## config.mk

```make
export PLATFORM = sky130hd
export DESIGN_NAME = segment_rect_collision_check
export DESIGN_NICKNAME = d
export VERILOG_FILES = /design/src/rtl/scrc_pkg.sv /design/src/rtl/segment_rect_collision_check.sv /design/src/rtl/scrc_ram.sv
export VERILOG_INCLUDE_DIRS = /design/src /design/src/rtl
export SDC_FILE = /design/constraint.sdc
export NUM_CORES = 2
export LEC_CHECK = 0
export BUFFER_PORTS_ARGS = -buffer_cell sky130_fd_sc_hd__buf_2
export CORE_MARGIN = 1.5
export CORE_UTILIZATION = 59
export CTS_BUF_LIST = sky130_fd_sc_hd__clkbuf_2 sky130_fd_sc_hd__clkbuf_4 sky130_fd_sc_hd__clkbuf_8
export DETAILED_ROUTE_END_ITERATION = 12
export MAX_ROUTING_LAYER = met4
export PLACE_DENSITY = 0.88
export SLEW_MARGIN = 10
export SYNTH_ARGS = -nofsm -noshare
export SYNTH_HDL_FRONTEND = slang
export SYNTH_SLANG_ARGS = --single-unit
export TNS_END_PERCENT = 10
```

## constraint.sdc

```tcl
create_clock -name clk -period 7.3 [get_ports clk]
set_clock_uncertainty 0.05 [all_clocks]
set_input_delay 1.095 -clock clk [delete_from_list [all_inputs] [get_ports clk]]
set_output_delay 1.095 -clock clk [all_outputs]
set_load 0.03 [all_outputs]
```

## src/rtl/segment_rect_collision_check_macros.svh

```systemverilog
// Assertion macros for the segment-rectangle collision checker
`ifndef SEGMENT_RECT_COLLISION_CHECK_MACROS_SVH
`define SEGMENT_RECT_COLLISION_CHECK_MACROS_SVH
`ifndef NO_ASSERTIONS
`define SRCC_ASSERT_NOW(label, ante, cons) \
  label: assert property (@(posedge clk) disable iff (rst) (ante) |-> (cons)) \
    else $error("segment_rect_collision_check: assertion failed");
`define SRCC_ASSERT_NEXT(label, ante, cons) \
  label: assert property (@(posedge clk) disable iff (rst) (ante) |=> (cons)) \
    else $error("segment_rect_collision_check: assertion failed");
`else
`define SRCC_ASSERT_NOW(label, ante, cons)
`define SRCC_ASSERT_NEXT(label, ante, cons)
`endif
`endif

```

## src/rtl/scrc_pkg.sv

```systemverilog
// Types and constants of the segment-rectangle collision checker
`timescale 1ns / 1ps
package scrc_pkg;

  localparam int MAX_OBSTACLES = 16;
  localparam int CNT_W = $clog2(MAX_OBSTACLES + 1);
  localparam int IDX_W = (MAX_OBSTACLES > 1) ? $clog2(MAX_OBSTACLES) : 1;

  localparam int COORD_W = 16;
  localparam int SIZE_W = 15;
  localparam int EDGE_W = 17;
  localparam int DIFF_W = 18;
  localparam int PROD_W = 2 * DIFF_W;
  localparam int SUM_W = PROD_W + 1;
  localparam int OBS_CNT_W = 5;

  localparam int CFG_IDX_W = 1;
  localparam int CFG_DATA_W = SIZE_W;
  localparam logic [CFG_IDX_W-1:0] REG_EXTENT_X = 1'b0;
  localparam logic [CFG_IDX_W-1:0] REG_EXTENT_Y = 1'b1;
  localparam logic [SIZE_W-1:0] MAP_SIZE_RESET = 15'd50;

  localparam logic ACT_ADD = 1'b0;
  localparam logic ACT_CHECK = 1'b1;

  typedef struct packed {
    logic [COORD_W-1:0] x;
    logic [COORD_W-1:0] y;
    logic [SIZE_W-1:0]  w;
    logic [SIZE_W-1:0]  h;
  } rect_t;

  localparam int RECT_W = $bits(rect_t);

  typedef enum logic [2:0] {
    S_IDLE,
    S_READ,
    S_LOAD,
    S_DIFF,
    S_MUL,
    S_SUM,
    S_EVAL
  } state_t;

endpackage

```

## src/rtl/segment_rect_collision_check.sv

```systemverilog
// Top level of the segment-rectangle collision checker
//
// Usage: a request is taken at a rising edge with start high and busy low.
// action selects add (store rect_x/rect_y/rect_w/rect_h as an obstacle) or
// check (test the segment point_a..point_b against map and obstacles).
// Every request gives one result: done is high for exactly one cycle with
// path_clear, table_full and obstacle_count valid in that cycle.
// Add: result in the cycle after the request; busy stays low. A full table
// refuses the add and raises table_full.
// Check: result in the cycle after the request when an endpoint is outside
// the map or the table is empty; otherwise each stored rectangle goes through
// RAM read, edge setup, four products on the one shared 18x18 multiplier,
// four sums on the one shared adder and a decision, stopping at the first
// rectangle that blocks. busy is high while the rectangles are checked.
// Configuration: cfg_write/cfg_index/cfg_data write the map extent in x (0)
// or in y (1), one extent per write; write only while idle.
// Reset: the table is empty, both map sizes are 50. The receiver cannot
// stall, so results are never held.
`timescale 1ns / 1ps
`include "segment_rect_collision_check_macros.svh"
module segment_rect_collision_check (
  input  logic                                   clk,
  input  logic                                   rst,
  input  logic                                   start,
  output logic                                   busy,
  input  logic                                   action,
  input  logic signed [scrc_pkg::COORD_W-1:0]    rect_x,
  input  logic signed [scrc_pkg::COORD_W-1:0]    rect_y,
  input  logic [scrc_pkg::SIZE_W-1:0]            rect_w,
  input  logic [scrc_pkg::SIZE_W-1:0]            rect_h,
  input  logic signed [scrc_pkg::COORD_W-1:0]    point_ax,
  input  logic signed [scrc_pkg::COORD_W-1:0]    point_ay,
  input  logic signed [scrc_pkg::COORD_W-1:0]    point_bx,
  input  logic signed [scrc_pkg::COORD_W-1:0]    point_by,
  input  logic                                   cfg_write,
  input  logic [scrc_pkg::CFG_IDX_W-1:0]         cfg_index,
  input  logic [scrc_pkg::CFG_DATA_W-1:0]        cfg_data,
  output logic                                   done,
  output logic                                   path_clear,
  output logic                                   table_full,
  output logic [scrc_pkg::OBS_CNT_W-1:0]         obstacle_count
);
  import scrc_pkg::*;

  state_t state, state_next;
  logic [CNT_W-1:0] count, count_inc, idx, idx_inc;
  logic [1:0] step;
  logic [SIZE_W-1:0] extent_x, extent_y;

  logic signed [COORD_W-1:0] ax, ay, bx, by, l, b;
  logic signed [EDGE_W-1:0] dx, dy, rt, t;
  logic signed [DIFF_W-1:0] d_axl, d_axr, d_tay, d_bay;
  logic w_nz, h_nz, cont_hit, t_btw, b_btw, l_btw, r_btw;
  logic signed [PROD_W-1:0] p1, p2, p3, p4, prod;
  logic signed [DIFF_W-1:0] mul_a, mul_b;
  logic signed [PROD_W-1:0] sum_a, sum_b;
  logic signed [SUM_W-1:0] sum;
  logic [3:0] s_ge, s_le;

  rect_t ram_wdata, ram_rdata;
  logic ram_we, table_is_full, in_map_ok, last, rect_hit;
  logic top_x, bot_x, left_x, right_x, dx_pos, dy_pos, dx_nz, dy_nz;
  logic fin, fin_clear, fin_full;
  logic [OBS_CNT_W-1:0] fin_count;

  function automatic logic pt_in_map(input logic signed [COORD_W-1:0] x,
                                     input logic signed [COORD_W-1:0] y,
                                     input logic [SIZE_W-1:0] mw,
                                     input logic [SIZE_W-1:0] mh);
    logic signed [COORD_W-1:0] smw, smh;
    smw = $signed({1'b0, mw});
    smh = $signed({1'b0, mh});
    return (x > 0) && (y > 0) && (x < smw) && (y < smh);
  endfunction

  assign busy = (state != S_IDLE);
  assign count_inc = count + CNT_W'(1);
  assign idx_inc = idx + CNT_W'(1);
  assign table_is_full = (count >= CNT_W'(MAX_OBSTACLES));
  assign in_map_ok = pt_in_map(point_ax, point_ay, extent_x, extent_y)
                  && pt_in_map(point_bx, point_by, extent_x, extent_y);
  assign ram_we = (state == S_IDLE) && start && (action == ACT_ADD) && !table_is_full;
  assign ram_wdata = '{x: rect_x, y: rect_y, w: rect_w, h: rect_h};
  assign last = (idx_inc == count);

  scrc_ram #(
    .WIDTH(RECT_W),
    .DEPTH(MAX_OBSTACLES)
  ) u_table (
    .clk  (clk),
    .we   (ram_we),
    .waddr(count[IDX_W-1:0]),
    .wdata(ram_wdata),
    .raddr(idx[IDX_W-1:0]),
    .rdata(ram_rdata)
  );

  // shared multiplier and adder
  always_comb begin
    case (step)
      2'd0: begin mul_a = DIFF_W'(dy); mul_b = d_axl; sum_a = p3; sum_b = p1; end
      2'd1: begin mul_a = DIFF_W'(dy); mul_b = d_axr; sum_a = p3; sum_b = p2; end
      2'd2: begin mul_a = DIFF_W'(dx); mul_b = d_tay; sum_a = p4; sum_b = p1; end
      default: begin mul_a = DIFF_W'(dx); mul_b = d_bay; sum_a = p4; sum_b = p2; end
    endcase
    prod = mul_a * mul_b;
    sum = SUM_W'(sum_a) + SUM_W'(sum_b);
  end

  always_comb begin
    dx_nz = (dx != '0);
    dy_nz = (dy != '0);
    dx_pos = dx_nz && !dx[EDGE_W-1];
    dy_pos = dy_nz && !dy[EDGE_W-1];
    top_x = dy_nz && w_nz && t_btw
         && (dy_pos ? (s_ge[0] && s_le[1]) : (s_le[0] && s_ge[1]));
    bot_x = dy_nz && w_nz && b_btw
         && (dy_pos ? (s_ge[2] && s_le[3]) : (s_le[2] && s_ge[3]));
    left_x = dx_nz && h_nz && l_btw
          && (dx_pos ? (s_ge[0] && s_le[2]) : (s_le[0] && s_ge[2]));
    right_x = dx_nz && h_nz && r_btw
           && (dx_pos ? (s_ge[1] && s_le[3]) : (s_le[1] && s_ge[3]));
    rect_hit = cont_hit || top_x || bot_x || left_x || right_x;
  end

  always_comb begin
    state_next = state;
    fin = 1'b0;
    fin_clear = 1'b0;
    fin_full = 1'b0;
    fin_count = OBS_CNT_W'(count);
    case (state)
      S_IDLE: begin
        if (start) begin
          if (action == ACT_ADD) begin
            fin = 1'b1;
            fin_full = table_is_full;
            if (!table_is_full) begin
              fin_count = OBS_CNT_W'(count_inc);
            end
          end else if (!in_map_ok || count == '0) begin
            fin = 1'b1;
            fin_clear = in_map_ok;
          end else begin
            state_next = S_READ;
          end
        end
      end
      S_READ: state_next = S_LOAD;
      S_LOAD: state_next = S_DIFF;
      S_DIFF: state_next = S_MUL;
      S_MUL: begin
        if (step == 2'd3) begin
          state_next = S_SUM;
        end
      end
      S_SUM: begin
        if (step == 2'd3) begin
          state_next = S_EVAL;
        end
      end
      S_EVAL: begin
        if (rect_hit || last) begin
          state_next = S_IDLE;
          fin = 1'b1;
          fin_clear = !rect_hit;
        end else begin
          state_next = S_READ;
        end
      end
      default: state_next = S_IDLE;
    endcase
  end

  always_ff @(posedge clk) begin
    if (rst) begin
      state <= S_IDLE;
      count <= '0;
      idx <= '0;
      step <= '0;
      done <= 1'b0;
      extent_x <= MAP_SIZE_RESET;
      extent_y <= MAP_SIZE_RESET;
    end else begin
      state <= state_next;
      done <= fin;
      if (ram_we) begin
        count <= count_inc;
      end
      if (cfg_write) begin
        case (cfg_index)
          REG_EXTENT_X: extent_x <= cfg_data;
          REG_EXTENT_Y: extent_y <= cfg_data;
          default: ;
        endcase
      end
      if (state == S_IDLE) begin
        idx <= '0;
      end else if (state == S_EVAL) begin
        idx <= idx_inc;
      end
      if (state == S_MUL || state == S_SUM) begin
        step <= step + 2'd1;
      end else begin
        step <= '0;
      end
    end
  end

  always_ff @(posedge clk) begin
    if (fin) begin
      path_clear <= fin_clear;
      table_full <= fin_full;
      obstacle_count <= fin_count;
    end
    case (state)
      S_IDLE: begin
        if (start) begin
          ax <= point_ax;
          ay <= point_ay;
          bx <= point_bx;
          by <= point_by;
          dx <= EDGE_W'(point_bx) - EDGE_W'(point_ax);
          dy <= EDGE_W'(point_by) - EDGE_W'(point_ay);
        end
      end
      S_LOAD: begin
        l <= $signed(ram_rdata.x);
        b <= $signed(ram_rdata.y);
        rt <= EDGE_W'($signed(ram_rdata.x)) + EDGE_W'($signed({1'b0, ram_rdata.w}));
        t <= EDGE_W'($signed(ram_rdata.y)) + EDGE_W'($signed({1'b0, ram_rdata.h}));
        w_nz <= (ram_rdata.w != '0);
        h_nz <= (ram_rdata.h != '0);
      end
      S_DIFF: begin
        d_axl <= DIFF_W'(ax) - DIFF_W'(l);
        d_axr <= DIFF_W'(ax) - DIFF_W'(rt);
        d_tay <= DIFF_W'(t) - DIFF_W'(ay);
        d_bay <= DIFF_W'(b) - DIFF_W'(ay);
        cont_hit <= (ax >= l && ax <= rt && ay >= b && ay <= t)
                 || (bx >= l && bx <= rt && by >= b && by <= t);
        t_btw <= (ay <= t && t <= by) || (by <= t && t <= ay);
        b_btw <= (ay <= b && b <= by) || (by <= b && b <= ay);
        l_btw <= (ax <= l && l <= bx) || (bx <= l && l <= ax);
        r_btw <= (ax <= rt && rt <= bx) || (bx <= rt && rt <= ax);
      end
      S_MUL: begin
        case (step)
          2'd0: p1 <= prod;
          2'd1: p2 <= prod;
          2'd2: p3 <= prod;
          default: p4 <= prod;
        endcase
      end
      S_SUM: begin
        s_ge[step] <= !sum[SUM_W-1];
        s_le[step] <= sum[SUM_W-1] || (sum == '0);
      end
      default: ;
    endcase
  end

  `SRCC_ASSERT_NOW(a_done_idle, done, !busy)
  `SRCC_ASSERT_NOW(a_count_bound, 1'b1, count <= CNT_W'(MAX_OBSTACLES))
  `SRCC_ASSERT_NOW(a_full_at_cap, done && table_full, count == CNT_W'(MAX_OBSTACLES))
  `SRCC_ASSERT_NEXT(a_add_done, start && !busy && action == ACT_ADD, done && !path_clear)

endmodule

```

## src/rtl/scrc_ram.sv

```systemverilog
// Generic single-write, single-read RAM with registered read data
`timescale 1ns / 1ps
module scrc_ram #(
  parameter int WIDTH = 8,
  parameter int DEPTH = 16
) (
  input  logic                                      clk,
  input  logic                                      we,
  input  logic [((DEPTH > 1) ? $clog2(DEPTH) : 1)-1:0] waddr,
  input  logic [WIDTH-1:0]                          wdata,
  input  logic [((DEPTH > 1) ? $clog2(DEPTH) : 1)-1:0] raddr,
  output logic [WIDTH-1:0]                          rdata
);

  logic [WIDTH-1:0] mem [DEPTH];

  always_ff @(posedge clk) begin
    if (we) begin
      mem[waddr] <= wdata;
    end
    rdata <= mem[raddr];
  end

endmodule

```

==> results.yml <==
status:
  status: "finished, violations left"
  violations: "setup timing"
die:
  core_um2: 129000
  io_pins: 156
  die_y_um: 364
  row_count: 132
  initial_core_util: 0.594
  die-area_um2: 133000
  die_w_um: 364
critical_path:
  max_stage_delay_ns: 0.56
  cp-end-kind: "flip-flop"
  startpoint_type: "flip-flop"
  rr_startpoint: "step[1]"
  cp.required_ns: 7.87
  reg2reg_depth: 31
  critical_path.slowest_cell: "fa_1"
  critical_path.max_fanout: 7
  crit_type: "reg -> reg"
  crit_arrival_ns: 7.96
  ff2ff_setup_slack_ns: -0.09
  rr_endpoint: "p2[35]"
synth:
  synth_area_um2: 76900
  synth_compound_gate_area_share: 0.0532
  synthCells: 5208
  synthSimpleGateAreaFrac: 0.0653
  synth-edff-count: 1392
  ys_ff_latch: 1500
  yosys_warnings: 0
  yosys.cell_types.count: 88
  avgSynthCellArea_um2: 14.8
  synth_xor_area_frac: 0.0171
  synthFlopType: "edfxtp_1"
  synth_mux_area_frac: 0.108
  synthAdderAreaFrac: 0.149
  synth_fp_nets: 6074
  ys_async_sr_fraction: 0
  yosysSeqAreaShare: 0.571
  synth_top_family_by_area: "adder cells"
clock_tree:
  cts_hold_buf: 0
  clkTransAtPathRegs_ns: 0.06
  cts_tree: "yes"
  clk_latency_ns: 0.97
  clockBufferDepth: 3
  clock_sinks: 1500
  root_buffer: "clkbuf_8"
  htreeDepth: 4
  cts_buffers: 225
timing:
  setup_slack_ns: -0.0942
  slew-limit-headroom: 0.0981
  tightestPinTransition_ns: 1.32
  finalCritPeriodShare: 1.01
  rsz0062_at_grt: "true"
  fmax_mhz: 135
  final-setup-viol-count: 8
  fin_crit_ns: 7.39
  finalSetupTns_ns: -0.509
  finalHoldViolCount: 0
  slew_violations: 0
power:
  p_leak_uw: 0.0330
  finalPower_uw: 43000
  ir_drop_v: 0.00157
  powerDensity_nw_per_um2: 489
min_path:
  holdPathEnd: "ax[15]"
  whs_path_depth: 1
  hold_class: "in -> reg"
  hp-start: "point_ax[15]"
drt:
  ant_nets: 0
  via_count: 49800
  drt_iter0_markers: 6821
  wl_per_cell_um: 29.4
  wl_um: 228000
  drt_pass1_iterations: 8
  viasPerCell: 6.42
  drcViolationCount: 0
place:
  dp_hpwl_um: 152000
  globalplace.congestion: 1.04
  numPortBuffers: 155
global_routing:
  grt_usage: 0.355
  antenna_found_initial: 56
  first_global_vias: 51300
  grt_pass1_wl_um: 329000
  overflow: 0
  grt_max_degree: 143
cells_and_area:
  nFillCells: 8080
  area_growth_pct: 14.2
  final_layout_size_suffix_gt1_frac: 0.240
  final_cell_mix: "edfxtp_1, inv_1, ha_1"
  num-nets-final: 6624
  layout_commonest_cell: "edfxtp_1"
job:
  drv_cap: 0
-- critical path, delay by kind of cell, from the launching register on --
| family | cells | cell delay, ns |
|---|---|---|
| AOI/OAI and AO/OA | 8 | 1.49 |
| xor gates and xnor gates | 1 | 0.16 |
| adders and majority gates | 8 | 3.38 |
| buffers and inverters | 10 | 1.21 |
| DFF | 1 | 0.35 |
| muxes | 1 | 0.18 |
| and+or+nand+nor | 3 | 0.26 |
-- per-layer routing --
metal / up-vias / part of all wire / track usage
li1: 20500 / - / -
met1: 24600 / 0.33 / 0.393
met2: 3743 / 0.49 / 0.567
met3: 977 / 0.11 / 0.0982
met4: 0 / 0.074 / 0.233
met5: - / 0 / -
-- power breakdown --
group | switching, µW | leakage (µW) | internal [µW]
sequential | 126 | 0.0135 | 12500
combinational | 12700 | 0.0168 | 10000
clock | 3520 | 0.00268 | 4130
-- registers in the layout, summed over array words and instances, names as in the netlist, 15 cells and up --
name / count
p2: 36
dy: 17
extent_y: 15
ay: 16
ax: 16
d_axr: 18
by: 16
p4: 36
d_axl: 17
bx: 16
l: 16
t: 17
u_table.mem: 992
u_table.rdata: 62
extent_x: 15
d_bay: 17
rt: 17
p1: 36
d_tay: 18
b: 16
p3: 36
dx: 17
-- worst max-delay path by stage --
stage | from | end | slack (ns) | depth (start not counted)
after floorplan | step[1] | p1[34] | 0.005 | 28
after global placement | step[1] | p1[35] | -0.46 | 31
after detailed placement | step[1] | p3[35] | -0.57 | 31
after CTS | step[0] | p2[35] | -0.1 | 30
after global routing | step[1] | p2[35] | -0.34 | 31
final | step[1] | p2[35] | -0.09 | 31
-- metrics by stage --
step	cell area, µm²	instances	worst slack (ns)	utilization	hold slack [ns]
finish	87800	7757	-0.0942	0.678	0.301
global route	87800	7744	-0.343	0.678	0.276
CTS	87300	7679	-0.0971	0.674	0.244
detailed placement	81600	7221	-0.572	0.630	0.382
global placement	81600	7221	-0.459	0.630	0.375
floorplan	77000	5208	0.00504	-	0.362
-- area by class of cell --
class / instances / area, µm² / share of cell area
Inverter: 595 / 2240 / 0.0255
Antenna cell: 58 / 145 / 0.00165
Sequential cell: 1500 / 44000 / 0.501
Multi-Input combinational cell: 2974 / 30900 / 0.352
Timing Repair Buffer: 462 / 3340 / 0.0380
Clock inverter: 80 / 822 / 0.00936
Clock buffer: 346 / 4260 / 0.0485
Tap cell: 1742 / 2180 / 0.0248
-- cell usage after synthesis, types with 19 or more instances --
master	count	area, µm²
and2_1	30	188
dfxtp_1	108	2160
nor2b_1	60	375
nor4_1	44	275
nor2_1	304	1140
a211oi_1	19	143
inv_1	594	2230
nand3_1	58	290
a21o_1	83	623
nand4_1	54	338
fa_1	327	6550
clkbuf_1	102	383
mux2_2	95	1070
nand2b_1	49	307
mux2i_1	25	250
a21boi_0	19	143
o21a_1	35	263
nor3_1	56	280
ha_1	392	4900
nand2_1	309	1160
xor2_1	34	298
mux4_2	310	6980
a21oi_1	172	861
edfxtp_1	1392	41800
and3_1	24	150
buf_1	28	105
o21ai_0	117	586
xnor2_1	116	1020
-- timing repair --
| item | in CTS | in global routing |
|---|---|---|
| gates cloned | 2 | 1 |
| resized for setup | 98 | 48 |
| pin swaps | 52 | 43 |
| endpoints found under the setup margin | 56 | 56 |
| buffers inserted | 31 | 21 |
-- cells by family after synthesis --
kind of cell,Yosys count
DFF,1500
buffers and inverters,734
AOI/OAI and AO/OA,618
and+or+nand+nor,1057
muxes,430
xor gates and xnor gates,150
adders and majority gates,719
Note: power is estimated with default switching activity, not from simulation.
